--- src/seven_point_3d_stencil_defines.svh ---
// seven_point_3d_stencil_defines.svh: assertion macros for the stencil top level
// expects aclk and aresetn in the scope of use; no other dependencies
`ifndef SEVEN_POINT_3D_STENCIL_DEFINES_SVH
`define SEVEN_POINT_3D_STENCIL_DEFINES_SVH

// same-cycle implication, disabled while in reset
`define STN7_ASSERT_IMP(lbl, ante, cons) \
    lbl: assert property (@(posedge aclk) disable iff (!aresetn) (ante) |-> (cons)) \
    else $error("stn7 same-cycle check failed");

// next-cycle implication, disabled while in reset
`define STN7_ASSERT_NEXT(lbl, ante, cons) \
    lbl: assert property (@(posedge aclk) disable iff (!aresetn) (ante) |=> (cons)) \
    else $error("stn7 next-cycle check failed");

`endif

--- src/stn7_pkg.sv ---
// stn7_pkg: shared types, codes and weights of the seven-point stencil
// no dependencies; used by the plane store, the datapath and the top level
`timescale 1ns / 1ps
`default_nettype none

package stn7_pkg;

    // configuration register indexes
    typedef enum logic [1:0] {
        CFG_SIZE_X = 2'd0,
        CFG_SIZE_Y = 2'd1,
        CFG_SIZE_Z = 2'd2
    } cfg_idx_t;

    // input beat kinds
    typedef enum logic {
        ACT_PUSH  = 1'b0,
        ACT_DRAIN = 1'b1
    } act_t;

    localparam int CFG_IDX_BITS  = 2;
    localparam int CFG_DATA_BITS = 13;
    localparam int SIZE_XY_BITS  = 7;
    localparam int SIZE_Z_BITS   = 13;
    localparam int Z_BITS        = 12;
    localparam int SIZE_RESET    = 22;
    localparam int SIZE_MIN      = 3;
    localparam int PLANE_LIMIT   = 4096;
    localparam int FRAC_BITS     = 16;

    // q0.16 weights, sum 65535
    localparam logic [15:0] W_C  = 16'd51773;
    localparam logic [15:0] W_ZM = 16'd655;
    localparam logic [15:0] W_ZP = 16'd1311;
    localparam logic [15:0] W_YM = 16'd1966;
    localparam logic [15:0] W_YP = 16'd2621;
    localparam logic [15:0] W_XM = 16'd3277;
    localparam logic [15:0] W_XP = 16'd3932;

    // per-result flags carried down the pipe
    typedef struct packed {
        logic bnd;
        logic last;
    } meta_t;

    // plane store control for one cycle
    typedef struct packed {
        logic rd_en;
        logic rd_bank;
        logic wr_en;
        logic wr_bank;
    } store_ctl_t;

endpackage

`default_nettype wire

--- src/stn7_datapath.sv ---
// stn7_datapath: weight products, sum, rounding, saturation and the result register
// depends on stn7_pkg
`timescale 1ns / 1ps
`default_nettype none

module stn7_datapath #(
    parameter int SAMPLE_BITS = 32
) (
    input  wire logic                         aclk,
    input  wire logic                         aresetn,
    input  wire logic                         adv,
    input  wire logic                         in_valid,
    input  wire stn7_pkg::meta_t              in_meta,
    input  wire logic signed [SAMPLE_BITS-1:0] c,
    input  wire logic signed [SAMPLE_BITS-1:0] zm,
    input  wire logic signed [SAMPLE_BITS-1:0] zp,
    input  wire logic signed [SAMPLE_BITS-1:0] ym,
    input  wire logic signed [SAMPLE_BITS-1:0] yp,
    input  wire logic signed [SAMPLE_BITS-1:0] xm,
    input  wire logic signed [SAMPLE_BITS-1:0] xp,
    output logic                              out_valid,
    output stn7_pkg::meta_t                   out_meta,
    output logic signed [SAMPLE_BITS-1:0]     out_value
);

    localparam int SW = SAMPLE_BITS + 17;
    localparam int FB = stn7_pkg::FRAC_BITS;

    localparam logic signed [16:0] K_C  = {1'b0, stn7_pkg::W_C};
    localparam logic signed [16:0] K_ZM = {1'b0, stn7_pkg::W_ZM};
    localparam logic signed [16:0] K_ZP = {1'b0, stn7_pkg::W_ZP};
    localparam logic signed [16:0] K_YM = {1'b0, stn7_pkg::W_YM};
    localparam logic signed [16:0] K_YP = {1'b0, stn7_pkg::W_YP};
    localparam logic signed [16:0] K_XM = {1'b0, stn7_pkg::W_XM};
    localparam logic signed [16:0] K_XP = {1'b0, stn7_pkg::W_XP};

    localparam logic signed [SW-1:0] HALF   = {{(SW-FB){1'b0}}, 1'b1, {(FB-1){1'b0}}};
    localparam logic signed [SW-1:0] SAT_HI = {{(SW-SAMPLE_BITS+1){1'b0}},
                                               {(SAMPLE_BITS-1){1'b1}}};
    localparam logic signed [SW-1:0] SAT_LO = {{(SW-SAMPLE_BITS+1){1'b1}},
                                               {(SAMPLE_BITS-1){1'b0}}};

    // product stage
    logic                          v2_reg;
    stn7_pkg::meta_t               meta2_reg;
    logic signed [SAMPLE_BITS-1:0] c2_reg;
    logic signed [SW-1:0]          p_c_reg, p_zm_reg, p_zp_reg, p_ym_reg;
    logic signed [SW-1:0]          p_yp_reg, p_xm_reg, p_xp_reg;

    // sum stage
    logic                          v3_reg;
    stn7_pkg::meta_t               meta3_reg;
    logic signed [SAMPLE_BITS-1:0] c3_reg;
    logic signed [SW-1:0]          sum3_reg;

    logic signed [SW-1:0]          rnd;
    logic signed [SW-1:0]          q;
    logic signed [SAMPLE_BITS-1:0] sat;
    logic signed [SAMPLE_BITS-1:0] value_next;

    always_ff @(posedge aclk) begin
        if (!aresetn) begin
            v2_reg    <= 1'b0;
            v3_reg    <= 1'b0;
            out_valid <= 1'b0;
        end else if (adv) begin
            v2_reg    <= in_valid;
            v3_reg    <= v2_reg;
            out_valid <= v3_reg;
        end
    end

    always_ff @(posedge aclk) begin
        if (adv) begin
            meta2_reg <= in_meta;
            c2_reg    <= c;
            p_c_reg   <= SW'(c)  * SW'(K_C);
            p_zm_reg  <= SW'(zm) * SW'(K_ZM);
            p_zp_reg  <= SW'(zp) * SW'(K_ZP);
            p_ym_reg  <= SW'(ym) * SW'(K_YM);
            p_yp_reg  <= SW'(yp) * SW'(K_YP);
            p_xm_reg  <= SW'(xm) * SW'(K_XM);
            p_xp_reg  <= SW'(xp) * SW'(K_XP);

            meta3_reg <= meta2_reg;
            c3_reg    <= c2_reg;
            sum3_reg  <= p_c_reg + p_zm_reg + p_zp_reg + p_ym_reg
                       + p_yp_reg + p_xm_reg + p_xp_reg;

            out_meta  <= meta3_reg;
            out_value <= value_next;
        end
    end

    // round half up, then clamp to the sample range; boundary points keep the center
    always_comb begin
        rnd = sum3_reg + HALF;
        q   = rnd >>> FB;
        if (q > SAT_HI) begin
            sat = SAT_HI[SAMPLE_BITS-1:0];
        end else if (q < SAT_LO) begin
            sat = SAT_LO[SAMPLE_BITS-1:0];
        end else begin
            sat = q[SAMPLE_BITS-1:0];
        end
        value_next = meta3_reg.bnd ? c3_reg : sat;
    end

endmodule

`default_nettype wire

--- config.mk ---
export PLATFORM = sky130hd
export DESIGN_NAME = stn7_datapath
export DESIGN_NICKNAME = d
export VERILOG_FILES = /design/src/seven_point_3d_stencil_defines.svh /design/src/stn7_pkg.sv /design/src/stn7_datapath.sv
export SDC_FILE = /design/constraint.sdc
export NUM_CORES = 2
export LEC_CHECK = 0
export BUFFER_PORTS_ARGS = -buffer_cell sky130_fd_sc_hd__buf_2
export CAP_MARGIN = 0
export CELL_PAD_IN_SITES_DETAIL_PLACEMENT = 0
export CELL_PAD_IN_SITES_GLOBAL_PLACEMENT = 2
export CORE_MARGIN = 4
export CORE_UTILIZATION = 40
export DETAILED_ROUTE_END_ITERATION = 12
export PLACE_DENSITY = 0.88
export SETUP_SLACK_MARGIN = 0.4
export SLEW_MARGIN = 10
export SYNTH_ARGS = -nofsm -noshare
export SYNTH_HDL_FRONTEND = slang
export SYNTH_SLANG_ARGS = --single-unit
--- constraint.sdc ---
create_clock -name aclk -period 8.4 [get_ports aclk]
set_input_delay 0.84 -clock aclk [delete_from_list [all_inputs] [get_ports aclk]]
set_output_delay 0.84 -clock aclk [all_outputs]
set_load 0.05 [all_outputs]
==> reports/qor.yml <==
status: "completed"
critPathArrivalTime_ns: 6.85
ctsResizeCount: 0
h-tree-depth: 2
synthesis.nets: 10252
hp-class: "input port to flop"
clock_latency_ns: 0.67
whs_endpoint: "meta2_reg[0]$_DFFE_PP_"
yosysSeqAreaShare_pct: 17.27
holdPathStages: 1
routedWlPerCell_um: 18.56
synth-main-ff-cell: "edfxtp_1"
drtAntennaViolNets: 0
worstHoldStart: "in_meta[0]"
reg2reg_depth: 17
largest_register_ffs: 47
slowest_stage: "fa_1"
fp.dieW_um: 449.3
drc: 0
clockRootBuffer: "clkbuf_16"
grt_use_total_pct: 19.66
worst_setup_path_end_kind: "flop"
boundaryPins: 265
final_nets: 10517
yosysUniqueCellTypes: 88
tightest_slew_ns: 1.105
r2r_slack_ns: 2.70
synth_edf_count: 446
vias_per_cell: 4.905
cts_sinks: 449
r2r-end: "sum3_reg[48]$_DFFE_PP_"
drtIter0Drc: 2842
postCtsSetupBuffers: 0
async_reset_ff_share_pct: 0
start_util_pct: 40.32
dieArea_um2: 201900
rsz0062_at_grt: "no"
grt-ovfl-total: 0
fin_crit_sh_pct: 77.14
gp_congestion: 0.8908
ys_seq_elements: 449
ctsLongestPathBuffers: 3
crit_top_cell: "fa_1"
fin_skew_ns: 0.04681
max_stage_delay_ns: 0.50
syn-mean-instance-area_um2: 10.33
fillers: 18585
fmax_ghz: 0.1543
antenna_found_initial: 60
grt_pass1_vias: 55229
grt_pass1_wl_um: 309400
worstSetupPathType: "input port to flop"
io_buffers: 264
layout.area.seq_um2: 13450
num_rows: 161
core_um2: 193200
post-dp-hpwl_um: 170200
crit_chain: "buf_2 > ha_1 > inv_1 > fa_1 > inv_1 > fa_1 > fa_1 > inv_1 > fa_1 > fa_1 > inv_1 > ha_1 > a21oi_1 > o21ai_0 > a221oi_1 > o221ai_1 > nor2_2 > o31ai_1 > o31a_1 > a221o_1 > a221oi_2 > xnor2_1"
hold_violations: 0
cts-buffers-inserted: 52
synthCells: 7540
vias: 50953
drt_wl_total_um: 192800
period_needed_ns: 6.480
reg2reg_from: "c2_reg[1]$_DFFE_PP_"
postCtsHoldBufs: 0
multi_input_area_um2: 55510
tns_ns: 0
layout-drive-gt1-share_pct: 5.162
maxCapViolCount: 0
area_growth_pct: 7.897
slew_viol_final: 0
path_clk_slew_ns: 0.07
finalSetupViolations: 0
worstPathMaxFanout: 10
drt_pass1_iterations: 7
synth_warnings: 0
fin_util_pct: 43.50
fp.dieH_um: 449.3
worstPathRequired_ns: 8.77
grt_max_degree: 165
cts_tree: "built"
start_kind: "input port"
relSlewSlack_pct: 26.33
synth.cell_area_um2: 77890
==> cells in the final DEF (no fill, tap or decap), drive strengths merged, types with 43 or more instances in the layout <==
cell,instances
o21ai,209
nor3,46
nand2,223
buf,271
o21a,43
nor2,190
a21oi,306
ha,1117
a21o,173
fa,1365
edfxtp,446
nand3,72
and3,47
o21bai,43
clkbuf,60
inv,2334
xor2,134
nor2b,44
xnor2,276
==> how the worst max path moves through the flow <==
stage	end	startpoint	slack, ns
6_report	p_c_reg[48]$_DFFE_PP_	c[3]	1.92
5_1_grt	p_c_reg[48]$_DFFE_PP_	c[3]	1.71
4_1_cts	p_c_reg[48]$_DFFE_PP_	c[3]	2.02
3_5_place_dp	p_c_reg[48]$_DFFE_PP_	c[3]	1.35
3_3_place_gp	p_c_reg[48]$_DFFE_PP_	c[5]	1.29
2_1_floorplan	p_c_reg[48]$_DFFE_PP_	c[31]	1.94
==> per-stage QoR <==
stage / hold WS (ns) / worst slack, ns / instances / area, µm²
3_5_place_dp: 0.4045 / 1.346 / 10277 / 82250
4_1_cts: 0.3141 / 2.018 / 10372 / 83990
5_1_grt: 0.3365 / 1.709 / 10382 / 84020
6_report: 0.3629 / 1.920 / 10389 / 84040
2_1_floorplan: 0.4003 / 1.938 / 7540 / 77890
3_3_place_gp: 0.4004 / 1.286 / 10277 / 82250
==> final cells by class <==
cell class	instances	share of cell area, %
inverter	2323	10.38
multi-input combinational	4708	66.05
tap	2526	3.761
antenna	17	0.05062
sequential	449	16.01
timing repair buffer	271	1.676
clock buffer	60	1.609
clock inverter	35	0.4675
==> cell families (layout without fill, tap and decap cells) <==
family | after synthesis | after routing | synth area share [%]
adder cells (fa/ha/maj) | 2482 | 2482 | 53.03
buffers and inverters | 2383 | 2689 | 11.49
AO/OA/AOI/OAI | 1015 | 1015 | 8.506
AND/OR/NAND/NOR | 781 | 781 | 4.838
flip-flops | 449 | 449 | 17.27
XOR/XNOR | 410 | 410 | 4.610
multiplexers | 20 | 20 | 0.2618
other | 0 | 17 | 0
==> Yosys cell counts, types with 10 or more instances <==
master | count | area, µm²
a211o_1 | 10 | 87.58
a211oi_1 | 35 | 262.8
a21boi_0 | 10 | 75.07
a21o_1 | 173 | 1299
a21oi_1 | 305 | 1526
a31o_2 | 11 | 96.34
a31oi_1 | 29 | 181.4
and2_1 | 18 | 112.6
and3_1 | 47 | 294.0
and4_1 | 14 | 122.6
clkbuf_1 | 55 | 206.5
edfxtp_1 | 446 | 13390
fa_1 | 1365 | 27330
ha_1 | 1117 | 13980
inv_1 | 2323 | 8720
mux2i_1 | 17 | 170.2
nand2_1 | 223 | 837.1
nand2b_1 | 37 | 231.5
nand3_1 | 72 | 360.4
nand4_1 | 36 | 225.2
nor2_1 | 189 | 709.4
nor2b_1 | 44 | 275.3
nor3_1 | 46 | 230.2
o211ai_1 | 21 | 157.7
o21a_1 | 42 | 315.3
o21ai_0 | 202 | 1011
o21bai_1 | 43 | 322.8
o31ai_1 | 12 | 90.09
or2_2 | 17 | 106.4
or3_1 | 11 | 68.82
xnor2_1 | 276 | 2417
xor2_1 | 134 | 1174
==> critical path: cells and delay by family <==
family                     cells  cell delay [ns]
adders and majority gates      7             2.92
AOI/OAI and AO/OA              8             2.19
buffers and inverters          5             0.53
and+or+nand+nor                1             0.26
xor gates and xnor gates       1             0.10
==> metal layers <==
layer | vias to the layer above | wire length (µm) | global-route usage (%)
met5 | - | 77 | 0
li1 | 24175 | - | -
met4 | 14 | 5921 | 5.638
met1 | 25647 | 81300 | 25.59
met2 | 893 | 97130 | 34.45
met3 | 224 | 8407 | 2.324
Power is left out: the tool's default activity adds up to more than one toggle a clock period on the data nets, which glitch-free logic cannot reach.
